File: config.mk
export PLATFORM = sky130hd
export DESIGN_NAME = bmfhp_parse
export DESIGN_NICKNAME = d
export VERILOG_FILES = /design/src/hdl/bmfhp_pkg.sv /design/src/hdl/bmfhp_parse.sv
export SDC_FILE = /design/constraint.sdc
export NUM_CORES = 1
export LEC_CHECK = 0
export ABC_AREA = 0
export CORE_ASPECT_RATIO = 1.5
export CORE_UTILIZATION = 50
export DETAILED_ROUTE_END_ITERATION = 7
export DONT_BUFFER_PORTS = 1
export PLACE_DENSITY_LB_ADDON = 0.3
export SKIP_LAST_GASP = 1
export SYNTH_ARGS = -nofsm -noshare
export SYNTH_HDL_FRONTEND = slang
export SYNTH_SLANG_ARGS = --single-unit
File: constraint.sdc
create_clock -name aclk -period 10.3 [get_ports aclk]
set_clock_uncertainty 0.05 [all_clocks]
set_input_delay 0.515 -clock aclk [delete_from_list [all_inputs] [get_ports aclk]]
set_output_delay 0.515 -clock aclk [all_outputs]
set_load 0.03 [all_outputs]
File: src/hdl/bmfhp_pkg.sv
// Shared types and constants for the bitmap-font header parser.
// Used by bmfhp_parse, bmfhp_chars and the core top level.
package bmfhp_pkg;

    localparam logic [3:0] ST_OK             = 4'd0;
    localparam logic [3:0] ST_INVALID_SIZE   = 4'd1;
    localparam logic [3:0] ST_BAD_HEADER     = 4'd2;
    localparam logic [3:0] ST_NO_INFO        = 4'd3;
    localparam logic [3:0] ST_NO_COMMON      = 4'd4;
    localparam logic [3:0] ST_MULTIPAGE      = 4'd5;
    localparam logic [3:0] ST_NO_PAGES       = 4'd6;
    localparam logic [3:0] ST_NO_CHARS       = 4'd7;
    localparam logic [3:0] ST_BAD_CHARS_SIZE = 4'd8;

    localparam logic KIND_START = 1'b0;
    localparam logic KIND_BYTE  = 1'b1;

    localparam logic [7:0] MAGIC_0   = 8'h42;
    localparam logic [7:0] MAGIC_1   = 8'h4D;
    localparam logic [7:0] MAGIC_2   = 8'h46;
    localparam logic [7:0] VERSION_3 = 8'd3;
    localparam logic [7:0] VERSION_4 = 8'd4;

    localparam logic [7:0] BLOCK_INFO   = 8'd1;
    localparam logic [7:0] BLOCK_COMMON = 8'd2;
    localparam logic [7:0] BLOCK_PAGES  = 8'd3;
    localparam logic [7:0] BLOCK_CHARS  = 8'd4;

    localparam int MIN_LENGTH     = 9;
    localparam int BLOCK_HDR_ROOM = 5;
    localparam int COMMON_MIN     = 10;

    // x / 5 == (x * RECIP_5) >> RECIP_SHIFT for any x below 2^32
    localparam logic [31:0] RECIP_5     = 32'hCCCC_CCCD;
    localparam int          RECIP_SHIFT = 34;

    typedef struct packed {
        logic [3:0]  status;
        logic        chars_check;
        logic        over;
        logic [31:0] size;
        logic [15:0] height;
        logic [15:0] ascent;
        logic [23:0] offs;
    } bmfhp_res_t;

endpackage

File: src/hdl/bmfhp_parse.sv
// Input register and header-parsing state machine of the bitmap-font parser.
// Depends on bmfhp_pkg; feeds bmfhp_chars with at most one result request per parse.
module bmfhp_parse #(
    parameter int LENGTH_BITS = 24
) (
    input  logic                    aclk,
    input  logic                    aresetn,
    input  logic                    s_valid,
    output logic                    s_ready,
    input  logic                    s_kind,
    input  logic [23:0]             s_buffer_length,
    input  logic [7:0]              s_data_byte,
    output logic                    res_valid,
    input  logic                    res_ready,
    output bmfhp_pkg::bmfhp_res_t   res_data
);
    import bmfhp_pkg::*;

    typedef enum logic [14:0] {
        PH_IDLE  = 15'b000000000000001,
        PH_MAGIC = 15'b000000000000010,
        PH_T1    = 15'b000000000000100,
        PH_S1    = 15'b000000000001000,
        PH_K1    = 15'b000000000010000,
        PH_T2    = 15'b000000000100000,
        PH_S2    = 15'b000000001000000,
        PH_D2    = 15'b000000010000000,
        PH_K2    = 15'b000000100000000,
        PH_T3    = 15'b000001000000000,
        PH_S3    = 15'b000010000000000,
        PH_K3    = 15'b000100000000000,
        PH_T4    = 15'b001000000000000,
        PH_S4    = 15'b010000000000000,
        PH_DONE  = 15'b100000000000000
    } phase_t;

    logic                   in_valid_reg;
    logic                   kind_reg;
    logic [23:0]            len_reg;
    logic [7:0]             byte_reg;

    phase_t                 phase_reg, phase_next;
    logic [LENGTH_BITS-1:0] off_reg, off_next;
    logic [LENGTH_BITS-1:0] total_reg, total_next;
    logic [31:0]            acc_reg, acc_next;
    logic [31:0]            skip_reg, skip_next;
    logic [15:0]            height_reg, height_next;
    logic [15:0]            ascent_reg, ascent_next;
    logic [3:0]             idx_reg, idx_next;

    logic                   res_valid_reg;
    bmfhp_res_t             res_reg, res_next;

    logic                   consume;
    logic                   produce;
    logic [31:0]            len32;
    logic [LENGTH_BITS-1:0] len_trunc;
    logic [LENGTH_BITS-1:0] off_inc;
    logic [LENGTH_BITS-1:0] rem;
    logic [31:0]            rem32;
    logic [31:0]            acc_or;
    logic [31:0]            skip_dec;
    logic [31:0]            offs32;
    logic [3:0]             idx_inc;
    logic                   over;
    logic                   no_room;
    logic                   magic_good;

    assign consume   = in_valid_reg && (!res_valid_reg || res_ready);
    assign s_ready   = !in_valid_reg || consume;
    assign res_valid = res_valid_reg;
    assign res_data  = res_reg;

    assign len32     = 32'(len_reg);
    assign len_trunc = len32[LENGTH_BITS-1:0];
    assign off_inc   = off_reg + LENGTH_BITS'(1);
    assign rem       = (off_inc > total_reg) ? '0 : total_reg - off_inc;
    assign rem32     = 32'(rem);
    assign acc_or    = acc_reg | (32'(byte_reg) << {idx_reg[1:0], 3'b000});
    assign idx_inc   = idx_reg + 4'd1;
    assign over      = acc_or > rem32;
    assign no_room   = rem32 < 32'(BLOCK_HDR_ROOM);
    assign skip_dec  = (skip_reg != 32'd0) ? skip_reg - 32'd1 : 32'd0;
    assign offs32    = 32'(off_inc) - 32'd4;

    always_comb begin
        case (idx_reg)
            4'd0:    magic_good = (byte_reg == MAGIC_0);
            4'd1:    magic_good = (byte_reg == MAGIC_1);
            4'd2:    magic_good = (byte_reg == MAGIC_2);
            default: magic_good = (byte_reg == VERSION_3) || (byte_reg == VERSION_4);
        endcase
    end

    always_comb begin
        phase_next  = phase_reg;
        off_next    = off_reg;
        total_next  = total_reg;
        acc_next    = acc_reg;
        skip_next   = skip_reg;
        height_next = height_reg;
        ascent_next = ascent_reg;
        idx_next    = idx_reg;
        produce     = 1'b0;

        res_next             = res_reg;
        res_next.status      = ST_OK;
        res_next.chars_check = 1'b0;
        res_next.over        = over;
        res_next.size        = acc_or;
        res_next.height      = height_reg;
        res_next.ascent      = ascent_reg;
        res_next.offs        = offs32[23:0];

        if (consume) begin
            if (kind_reg == KIND_START) begin
                phase_next  = PH_MAGIC;
                off_next    = '0;
                total_next  = len_trunc;
                acc_next    = '0;
                skip_next   = '0;
                height_next = '0;
                ascent_next = '0;
                idx_next    = '0;
                if (len_trunc < LENGTH_BITS'(MIN_LENGTH)) begin
                    produce         = 1'b1;
                    res_next.status = ST_INVALID_SIZE;
                    phase_next      = PH_DONE;
                end
            end else if (phase_reg != PH_IDLE && phase_reg != PH_DONE) begin
                off_next = off_inc;
                unique case (phase_reg)
                    PH_MAGIC: begin
                        if (!magic_good) begin
                            produce         = 1'b1;
                            res_next.status = ST_BAD_HEADER;
                            phase_next      = PH_DONE;
                        end else if (idx_reg >= 4'd3) begin
                            phase_next = PH_T1;
                        end else begin
                            idx_next = idx_inc;
                        end
                    end
                    PH_T1: begin
                        if (byte_reg != BLOCK_INFO) begin
                            produce         = 1'b1;
                            res_next.status = ST_NO_INFO;
                            phase_next      = PH_DONE;
                        end else begin
                            acc_next   = '0;
                            idx_next   = '0;
                            phase_next = PH_S1;
                        end
                    end
                    PH_T2: begin
                        if (byte_reg != BLOCK_COMMON) begin
                            produce         = 1'b1;
                            res_next.status = ST_NO_COMMON;
                            phase_next      = PH_DONE;
                        end else begin
                            acc_next   = '0;
                            idx_next   = '0;
                            phase_next = PH_S2;
                        end
                    end
                    PH_T3: begin
                        if (byte_reg != BLOCK_PAGES) begin
                            produce         = 1'b1;
                            res_next.status = ST_NO_PAGES;
                            phase_next      = PH_DONE;
                        end else begin
                            acc_next   = '0;
                            idx_next   = '0;
                            phase_next = PH_S3;
                        end
                    end
                    PH_T4: begin
                        if (byte_reg != BLOCK_CHARS) begin
                            produce         = 1'b1;
                            res_next.status = ST_NO_CHARS;
                            phase_next      = PH_DONE;
                        end else begin
                            acc_next   = '0;
                            idx_next   = '0;
                            phase_next = PH_S4;
                        end
                    end
                    PH_S1: begin
                        acc_next = acc_or;
                        idx_next = idx_inc;
                        if (idx_inc == 4'd4) begin
                            if (over) begin
                                produce         = 1'b1;
                                res_next.status = ST_INVALID_SIZE;
                                phase_next      = PH_DONE;
                            end else if (acc_or == 32'd0) begin
                                if (no_room) begin
                                    produce         = 1'b1;
                                    res_next.status = ST_NO_COMMON;
                                    phase_next      = PH_DONE;
                                end else begin
                                    phase_next = PH_T2;
                                end
                            end else begin
                                skip_next  = acc_or;
                                phase_next = PH_K1;
                            end
                        end
                    end
                    PH_S2: begin
                        acc_next = acc_or;
                        idx_next = idx_inc;
                        if (idx_inc == 4'd4) begin
                            if (rem32 < 32'(COMMON_MIN) || acc_or < 32'(COMMON_MIN) || over)
                            begin
                                produce         = 1'b1;
                                res_next.status = ST_INVALID_SIZE;
                                phase_next      = PH_DONE;
                            end else begin
                                skip_next  = acc_or - 32'(COMMON_MIN);
                                acc_next   = '0;
                                idx_next   = '0;
                                phase_next = PH_D2;
                            end
                        end
                    end
                    PH_S3: begin
                        acc_next = acc_or;
                        idx_next = idx_inc;
                        if (idx_inc == 4'd4) begin
                            if (over) begin
                                produce         = 1'b1;
                                res_next.status = ST_INVALID_SIZE;
                                phase_next      = PH_DONE;
                            end else if (acc_or == 32'd0) begin
                                if (no_room) begin
                                    produce         = 1'b1;
                                    res_next.status = ST_NO_CHARS;
                                    phase_next      = PH_DONE;
                                end else begin
                                    phase_next = PH_T4;
                                end
                            end else begin
                                skip_next  = acc_or;
                                phase_next = PH_K3;
                            end
                        end
                    end
                    PH_S4: begin
                        acc_next = acc_or;
                        idx_next = idx_inc;
                        if (idx_inc == 4'd4) begin
                            produce              = 1'b1;
                            res_next.chars_check = 1'b1;
                            phase_next           = PH_DONE;
                        end
                    end
                    PH_D2: begin
                        if (idx_reg >= 4'd9) begin
                            if ((acc_reg | {16'd0, byte_reg, 8'd0}) != 32'd1) begin
                                produce         = 1'b1;
                                res_next.status = ST_MULTIPAGE;
                                phase_next      = PH_DONE;
                            end else if (skip_reg == 32'd0) begin
                                if (no_room) begin
                                    produce         = 1'b1;
                                    res_next.status = ST_NO_PAGES;
                                    phase_next      = PH_DONE;
                                end else begin
                                    phase_next = PH_T3;
                                end
                            end else begin
                                phase_next = PH_K2;
                            end
                        end else begin
                            case (idx_reg)
                                4'd0:    height_next = {8'd0, byte_reg};
                                4'd1:    height_next = height_reg | {byte_reg, 8'd0};
                                4'd2:    ascent_next = {8'd0, byte_reg};
                                4'd3:    ascent_next = ascent_reg | {byte_reg, 8'd0};
                                4'd8:    acc_next    = 32'(byte_reg);
                                default: acc_next    = acc_reg;
                            endcase
                            idx_next = idx_inc;
                        end
                    end
                    PH_K1: begin
                        skip_next = skip_dec;
                        if (skip_dec == 32'd0) begin
                            if (no_room) begin
                                produce         = 1'b1;
                                res_next.status = ST_NO_COMMON;
                                phase_next      = PH_DONE;
                            end else begin
                                phase_next = PH_T2;
                            end
                        end
                    end
                    PH_K2: begin
                        skip_next = skip_dec;
                        if (skip_dec == 32'd0) begin
                            if (no_room) begin
                                produce         = 1'b1;
                                res_next.status = ST_NO_PAGES;
                                phase_next      = PH_DONE;
                            end else begin
                                phase_next = PH_T3;
                            end
                        end
                    end
                    PH_K3: begin
                        skip_next = skip_dec;
                        if (skip_dec == 32'd0) begin
                            if (no_room) begin
                                produce         = 1'b1;
                                res_next.status = ST_NO_CHARS;
                                phase_next      = PH_DONE;
                            end else begin
                                phase_next = PH_T4;
                            end
                        end
                    end
                    default: begin
                        phase_next = phase_reg;
                    end
                endcase
            end
        end
    end

    always_ff @(posedge aclk) begin
        if (s_valid && s_ready) begin
            kind_reg <= s_kind;
            len_reg  <= s_buffer_length;
            byte_reg <= s_data_byte;
        end
        if (!res_valid_reg || res_ready) begin
            res_reg <= res_next;
        end
    end

    always_ff @(posedge aclk) begin
        if (!aresetn) begin
            in_valid_reg  <= 1'b0;
            res_valid_reg <= 1'b0;
            phase_reg     <= PH_IDLE;
            off_reg       <= '0;
            total_reg     <= '0;
            acc_reg       <= '0;
            skip_reg      <= '0;
            height_reg    <= '0;
            ascent_reg    <= '0;
            idx_reg       <= '0;
        end else begin
            if (s_ready) begin
                in_valid_reg <= s_valid;
            end
            if (!res_valid_reg || res_ready) begin
                res_valid_reg <= consume && produce;
            end
            phase_reg  <= phase_next;
            off_reg    <= off_next;
            total_reg  <= total_next;
            acc_reg    <= acc_next;
            skip_reg   <= skip_next;
            height_reg <= height_next;
            ascent_reg <= ascent_next;
            idx_reg    <= idx_next;
        end
    end

`ifndef ASSERT_OFF
    a_result_ends_parse: assert property (@(posedge aclk) disable iff (!aresetn)
        consume && produce |=> phase_reg == PH_DONE)
        else $error("parse result did not end the parse");

    a_idle_byte_silent: assert property (@(posedge aclk) disable iff (!aresetn)
        consume && kind_reg == KIND_BYTE && (phase_reg == PH_IDLE || phase_reg == PH_DONE)
        |-> !produce)
        else $error("byte outside a parse produced a result");
`endif

endmodule

# == Yosys cells after proc, flatten, opt, wreduce, memory -nomap -nowiden ==
# Cells that the tools add are included.
# word_totals
register_bits,292
out_inout_bits,96
# classes
add_sub_neg,6
order_cmp,8
n_eq_ne,60
shifts,1
n_mux,122
bitwise,5
reduce_logical,28
# ops
op,count
32-bit 2-to-1 mux,18
15-bit 2-to-1 mux,27
32-bit one-hot mux with 7 select lines,1
15-bit one-hot mux with 13 select lines,1
16-bit 2-to-1 mux,8
32-bit logical NOT,3
32-bit one-hot mux with 3 select lines,1
24-bit 2-to-1 mux,3
16-bit one-hot mux with 2 select lines,2
3-bit 2-to-1 mux,18
"3-bit != test, second input constant",18
"24-bit by 4-bit < comparator with 1-bit output, second input constant",2
4-bit 2-to-1 mux,12
4-bit one-hot mux with 12 select lines,1
32-bit by 24-bit greater-than comparator with 1-bit output,1
"32-bit by 4-bit < comparator with 1-bit output, second input constant",1
"32-bit by 1-bit != test with 1-bit output, second input constant",1
16-bit OR,2
32-bit by 16-bit OR with 32-bit output,1
32-bit OR,1
4-bit one-hot mux with 8 select lines,1
32-bit nonzero test,1
8-bit by 5-bit << shifter with 32-bit output,1
"32-bit by 1-bit subtractor with 32-bit output, second input constant",1
61 further kinds,104

# == Depth between registers and ports, before layout ==
# Gate-level depths: netlist (run 1).
# logic_depth
depth_word,13
mapped_depth,32
ltp_nobuf,30

# == Worst setup path before layout (run 1) ==
# Ideal clock, no wire load.
# synth_path
path_kind,flip-flop to flip-flop
from,register off_reg[0]
to,register acc_reg[0]
setup_time_ps,130
arrival_time_ps,7155
t_required_ps,10120
path_slack_ps,2965
stages_incl_launch_ff,31
synth_period_minus_slack_ps,7335
cell_sequence,dfxtp_1 -> ha_1 -> nand3_1 -> nor4_1 -> and2_1 -> and3_1 -> xnor2_1 -> ha_1 -> nor2_1 -> and4_1 -> a2111oi_0 -> a31oi_1 -> maj3_1 -> o221a_2 -> o21ai_1 -> clkbuf_1 -> nand2_1 -> ha_1 -> a21o_1 -> a21o_1 -> a21oi_1 -> nor2_1 -> a2111oi_0 -> o221ai_1 -> a31oi_1 -> and2_1 -> inv_1 -> a311oi_1 -> nor4b_1 -> nor2_1 -> o2bb2ai_1
# synth_between
elab_chain_len,11
# synth_rtl
item,line,source
from (decl),bmfhp_parse.sv:43,"logic [LENGTH_BITS-1:0] off_reg, off_next;"
from (signal assigned),bmfhp_parse.sv:362,off_reg <= off_next;
24-bit by 1-bit adder with 24-bit output (*),bmfhp_parse.sv:76,assign off_inc = off_reg + LENGTH_BITS'(1);
24-bit subtractor or 24-bit greater-than comparator (tied branches),bmfhp_parse.sv:77,assign rem = (off_inc > total_reg) ? '0 : total_reg - off_inc;
24-bit 2-to-1 mux (*),bmfhp_parse.sv:77,
24-bit by 4-bit < comparator with 1-bit output,bmfhp_parse.sv:214,if (rem32 < 32'(COMMON_MIN) || acc_or < 32'(COMMON_MIN) || over)
1-bit logical OR,bmfhp_parse.sv:214,
1-bit logical OR (*),bmfhp_parse.sv:214,
32-bit 2-to-1 mux (*),bmfhp_parse.sv:214,
32-bit 2-to-1 mux (*),bmfhp_parse.sv:213,if (idx_inc == 4'd4) begin
32-bit one-hot mux with 7 select lines (*),bmfhp_parse.sv:132,unique case (phase_reg)
32-bit 2-to-1 mux (*),bmfhp_parse.sv:130,end else if (phase_reg != PH_IDLE && phase_reg != PH_DONE) begin
32-bit 2-to-1 mux (*),bmfhp_parse.sv:116,if (kind_reg == KIND_START) begin
to (signal assigned),bmfhp_parse.sv:364,acc_reg <= acc_next;
to (decl),bmfhp_parse.sv:45,"logic [31:0] acc_reg, acc_next;"
# Mark *: on every way between the ends. The rest lies on a longest branch, timed or not. The select of a mux whose other input is x is not followed.
# A chain may end at the register's enable or synchronous reset.

# == Worst setup path in the final report (run 1) ==
# layout_path
from,register off_reg[0]
to,register acc_reg[4]
# The elaborated chain is that of the path after synthesis.

==> results.cfg, run 1 <==
[status]
status = finished, final reports clean

[route]
drt_iter0_drc = 1088
routedWlPerCell_um = 21.6
routed_wl_um = 50500
drc_errors = 0
dr.pass1.iters = 5
num_vias = 14700
antenna_left = 0
viasPerCell = 6.27

[worst_setup_path]
critPathMaxFanout = 18
crit_slowest_cell = a31oi_1
cp.arrival_ns = 8.69
required_ns = 10.70
critPathKind = flip-flop to flip-flop
reg2reg_depth = 31
end_kind = flip-flop
startpoint_type = flip-flop
max_stage_delay_ns = 0.58

[placement]
gp_congestion = 0.976
io_buffers = 0
hpwl_um = 36600
dpl.cell_count = 2248

[synth]
ys_types = 94
yosys-top-cells-count = nand2_1, dfxtp_1, nor2_1
post-synth-top-area-cell = edfxtp_1
synth-seq-cells = 291
syn_nets = 1996
synthTopCellsByArea = edfxtp_1, dfxtp_1, nand2_1, ha_1, a21oi_1
yosys_warnings = 0
synth_top_area_frac = 0.228
netlist_instances = 1903
synth-edff-count = 126
dominantRegCellSynth = dfxtp_1
synth.most_common_cell = nand2_1
synth.cell_area_mm2 = 0.0166
syn_avg_cell_area_um2 = 8.72
async_flop_share = 0
ys_seq_area_frac = 0.427

[timing]
period_needed_ns = 8.29
tightest_slew_ns = 1.14
fmax_mhz = 121
period_share = 0.804
setup_tns_ns = 0
max_slew_margin = 0.237
rsz0062_at_grt = false
drv_slew = 0
setup_violations = 0
finalHoldViolCount = 0

[clock_network]
root_buffer = clkbuf_16
clockBufferDepth = 3
cts_tree = yes
clkTransAtPathRegs_ns = 0.07
cts_resized = 0
clock_latency_ns = 0.58
cts-buffers-inserted = 29
htree_num_levels = 1
numClockSinks = 291

[global_routing]
gr-total-overflow = 0
antenna_found_initial = 0
grt_pass1_vias = 14300
grt_pass1_wl_um = 78300
grt_max_degree = 109
grt_use_total = 0.300

[layout]
instances_no_fill = 2337
drive_gt1_frac = 0.0645
diodes = 0
largest_reg_flops = 93
num-nets-final = 1992
fin_util = 0.560
areaGrowthSynthToFinish_pct = 10.1

[min_path]
whs_path_depth = 1
hold_path_class = input port to flip-flop

[floorplanning]
core_area_mm2 = 0.0326
die_x_um = 151
dieArea_mm2 = 0.0339
initial_core_util = 0.508
io_pins = 133
fp.dieH_um = 225
rows = 81

[pwr]
total_power_mw = 2.81
peakVddDrop_mv = 0.168
leakage_nw = 7.27
p_per_area_mw_per_mm2 = 154

[run]
cap_violations = 0
## cell type report
class                   count  area [um^2]
repair buffers             56          508
fillers                  2943        14400
clock inverters            22          292
multi-input cells        1439         8790
well taps                 415          519
flip-flops and latches    291         7090
inverters                  82          310
clock buffers              32          768
## power breakdown
group / switching, mW / total, mW / internal [mW]
combinational: 0.244 / 0.387 / 0.143
sequential: 0.0351 / 1.26 / 1.22
clock: 0.493 / 1.17 / 0.678
## per-stage QoR
step,cell area [um^2],hold slack [ns],worst slack (ns)
after floorplan,16600,0.358,2.96
after global placement,16900,0.362,2.37
after detailed placement,16900,0.367,2.12
after CTS,18300,0.00317,2.10
after global routing,18300,0.00784,1.48
final,18300,0.0234,2.01
## timing repair
action,in CTS,in global routing
hold buffers,35,0
setup buffers,0,0
hold endpoints to repair,37,0
## cell families (layout without fill, tap and decap cells)
| group | Yosys count | in the layout | share of synthesized area |
|---|---|---|---|
| compound gates | 505 | 505 | 0.193 |
| xor+xnor | 89 | 89 | 0.0487 |
| fa+ha+maj | 57 | 57 | 0.0433 |
| buf+inv | 173 | 192 | 0.0441 |
| flops | 291 | 291 | 0.427 |
| mux | 12 | 12 | 0.00732 |
| other cells | 1 | 1 | 0.000226 |
| simple gates | 775 | 775 | 0.237 |
## critical path: cells and delay by family (launching register included)
kind | cells | cell delay [ns]
flops | 1 | 0.42
compound gates | 12 | 3.61
xor+xnor | 1 | 0.22
buf+inv | 3 | 0.60
fa+ha+maj | 4 | 1.11
simple gates | 11 | 2.15
## layout by cell type, fill, tap and decap left out, types with 26 or more instances in the layout
cell type and instances:
inv_1 80, clkbuf_16 30, dlygate4sd3_1 35, nor3_1 48, nor2_1 152, dfxtp_1 165
edfxtp_1 126, a21boi_0 30, o21ai_0 133, nand3_1 91, and2_1 37, nand4_1 31
xor2_1 36, nor2b_1 29, nand2_1 226, ha_1 55, a21o_1 26, nor4_1 31
a21oi_1 137, xnor2_1 51
## worst paths after layout
kind                                    start                  endpoint  slack, ns
setup / recovery      off_reg[0]$_SDFFE_PN0P_   acc_reg[4]$_SDFFE_PN0P_       2.01
hold / removal                        aresetn  off_reg[14]$_SDFFE_PN0P_       0.02
setup reg to reg      off_reg[0]$_SDFFE_PN0P_   acc_reg[4]$_SDFFE_PN0P_       2.01
hold reg to reg   height_reg[11]$_SDFFE_PN0P_    res_data[51]$_DFFE_PP_       0.38
## routing by layer
layer,GRT usage,up-vias,share of wire
li1,-,6905,-
met1,0.334,6877,0.36
met2,0.533,682,0.51
met3,0.0389,194,0.066
met4,0.188,0,0.064
met5,0,-,0
No activity file was read; power rests on OpenSTA's default activity.
==> run 2, diff against run 1 <==
clock period = 7.7 ns   (was 10.3 ns; I/O delays follow)
==> run 2 against run 1 <==
Cell area is 0.52% higher. Non-clock buffer count rose by 17. Via count decreased by 0.58%. Register-to-register slack worse by 1.6 ns. Die area is the same. Setup slack got worse by 1.6 ns. Utilization rose by 0.29 points. Clock-buffer cell count rose by 2. Sequential share of layout area fell by 0.20 points. Largest power group unchanged.
==> results.cfg, run 2 (synthesized netlist as in run 1, its figures left out) <==
[status]
status = finished, final reports clean

[floorplanning]
io_pins = 133
fp.dieH_um = 225
initial_core_util = 0.508
rows = 81
dieArea_mm2 = 0.0339
core_area_mm2 = 0.0326
die_x_um = 151

[clock_network]
cts_tree = yes
root_buffer = clkbuf_16
clock_latency_ns = 0.58
clockBufferDepth = 3
clkTransAtPathRegs_ns = 0.07
htree_num_levels = 1
numClockSinks = 291
cts-buffers-inserted = 28

[pwr]
swShare = 0.278
power_switching_mw = 1.01
pwr-share-seq = 0.462
p_clk_frac = 0.388
p_comb_frac = 0.150
p_int_mw = 2.62
p_per_area_mw_per_mm2 = 197
leakage_nw = 7.32
peakVddDrop_mv = 0.300

[worst_setup_path]
reg2reg_depth = 26
rr_startpoint = off_reg[0]$_SDFFE_PN0P_
rrSetupSlack_ns = 0.42
end_kind = flip-flop
critPathMaxFanout = 24
startpoint_type = flip-flop
max_stage_delay_ns = 0.85
cp.arrival_ns = 7.64
worst_r2r_endpoint = skip_reg[3]$_SDFFE_PN0P_
crit_slowest_cell = a21oi_2
critPathKind = flip-flop to flip-flop
required_ns = 8.06

[placement]
hpwl_um = 37400
gp_congestion = 0.994
placed_area_mm2 = 0.0170
io_buffers = 0
pre_cts_slack_ns = 0.293

[timing]
period_needed_ns = 7.28
hold_slack_ns = 0.0337
fmax_mhz = 137
setup_ws_ns = 0.421
setup_violations = 0
max_slew_margin = 0.218
finalHoldViolCount = 0
drv_slew = 0
setup_tns_ns = 0
rsz0062_at_grt = false
period_share = 0.945
tightest_slew_ns = 1.17

[min_path]
hold_end = res_valid$_SDFFE_PN0P_
whs_path_depth = 2
hold_path_class = input port to flip-flop
min_from = aresetn

[layout]
fillers = 2945
regArea_mm2 = 0.00709
drive_gt1_frac = 0.0759
final_common_cell = nand2_1
multiInputGateArea_mm2 = 0.00884
stdcell_area_mm2 = 0.0184
layout_common_cells = nand2_1, dfxtp_1, nor2_1, a21oi_1, o21ai_0
largest_reg_flops = 93
areaGrowthSynthToFinish_pct = 10.7
num-nets-final = 2009

[global_routing]
grt_max_degree = 108
grt_pass1_vias = 14400
grt_pass1_wl_um = 78300
grt_use_total = 0.298
gr-total-overflow = 0
antenna_found_initial = 1

[route]
routed_wl_um = 50700
dr.pass1.iters = 5
num_vias = 14600
routedWlPerCell_um = 21.6
antenna_left = 0
viasPerCell = 6.19
drt_iter0_drc = 994
drc_errors = 0

[run]
cap_violations = 0
## run 2: metal layers
layer  wire (um)  up-vias  track usage
met5           0        -            0
met4        2790        0        0.166
met3        2810      173       0.0403
met2       26100      573        0.540
met1       19100     6896        0.330
li1            -     6931            -
## run 2: layout make-up
type                            instances  share of cell area
Multi-Input combinational cell       1440               0.481
Sequential cell                       291               0.386
Clock buffer                           34              0.0416
Timing Repair Buffer                   73              0.0362
Tap cell                              415              0.0283
Inverter                               82              0.0169
Clock inverter                         18             0.00954
Antenna cell                            1            0.000136
## run 2: worst max-delay path: cells and delay by family, from the launching register on
family / cells / cell delay, ns
compound gates: 15 / 3.88
xor+xnor: 1 / 0.35
fa+ha+maj: 3 / 1.00
buf+inv: 3 / 0.59
flops: 1 / 0.43
simple gates: 4 / 0.78
## run 2: metrics by stage
step | util | total power, mW | cells
floorplan | - | 2.08 | 1903
global placement | 0.520 | 2.21 | 2263
detailed placement | 0.520 | 2.22 | 2263
CTS | 0.561 | 3.64 | 2350
global route | 0.563 | 3.76 | 2353
finish | 0.563 | 3.62 | 2354
## run 2: how the worst max path moves through the flow
| stage | from | end | slack, ns | cells past startpoint |
|---|---|---|---|---|
| after floorplan | off_reg[0]$_SDFFE_PN0P_ | acc_reg[0]$_SDFFE_PN0P_ | 0.36 | 30 |
| after global placement | off_reg[0]$_SDFFE_PN0P_ | acc_reg[4]$_SDFFE_PN0P_ | 0.41 | 31 |
| after global routing | off_reg[0]$_SDFFE_PN0P_ | skip_reg[11]$_SDFFE_PN0P_ | 0.007 | 28 |
| after CTS | off_reg[0]$_SDFFE_PN0P_ | acc_reg[0]$_SDFFE_PN0P_ | 0.22 | 31 |
| after detailed placement | off_reg[0]$_SDFFE_PN0P_ | acc_reg[2]$_SDFFE_PN0P_ | 0.29 | 31 |
| final | off_reg[0]$_SDFFE_PN0P_ | skip_reg[3]$_SDFFE_PN0P_ | 0.42 | 26 |
## run 2: timing repair
action / in CTS / in global routing
endpoints found under the hold margin: 140 / 0
setup endpoints to repair: 0 / 67
hold buffers: 35 / 0
resized for setup: 0 / 10
setup buffers: 0 / 2
## run 2: power groups by stage
| stage | combinational (mW) | clock [mW] | sequential, mW |
|---|---|---|---|
| 6_report | 0.544 | 1.41 | 1.67 |
| 5_1_grt | 0.596 | 1.48 | 1.68 |
| 4_1_cts | 0.533 | 1.43 | 1.67 |
| 3_5_place_dp | 0.507 | 0 | 1.71 |
| 3_3_place_gp | 0.501 | 0 | 1.71 |
| 2_1_floorplan | 0.382 | 0 | 1.70 |
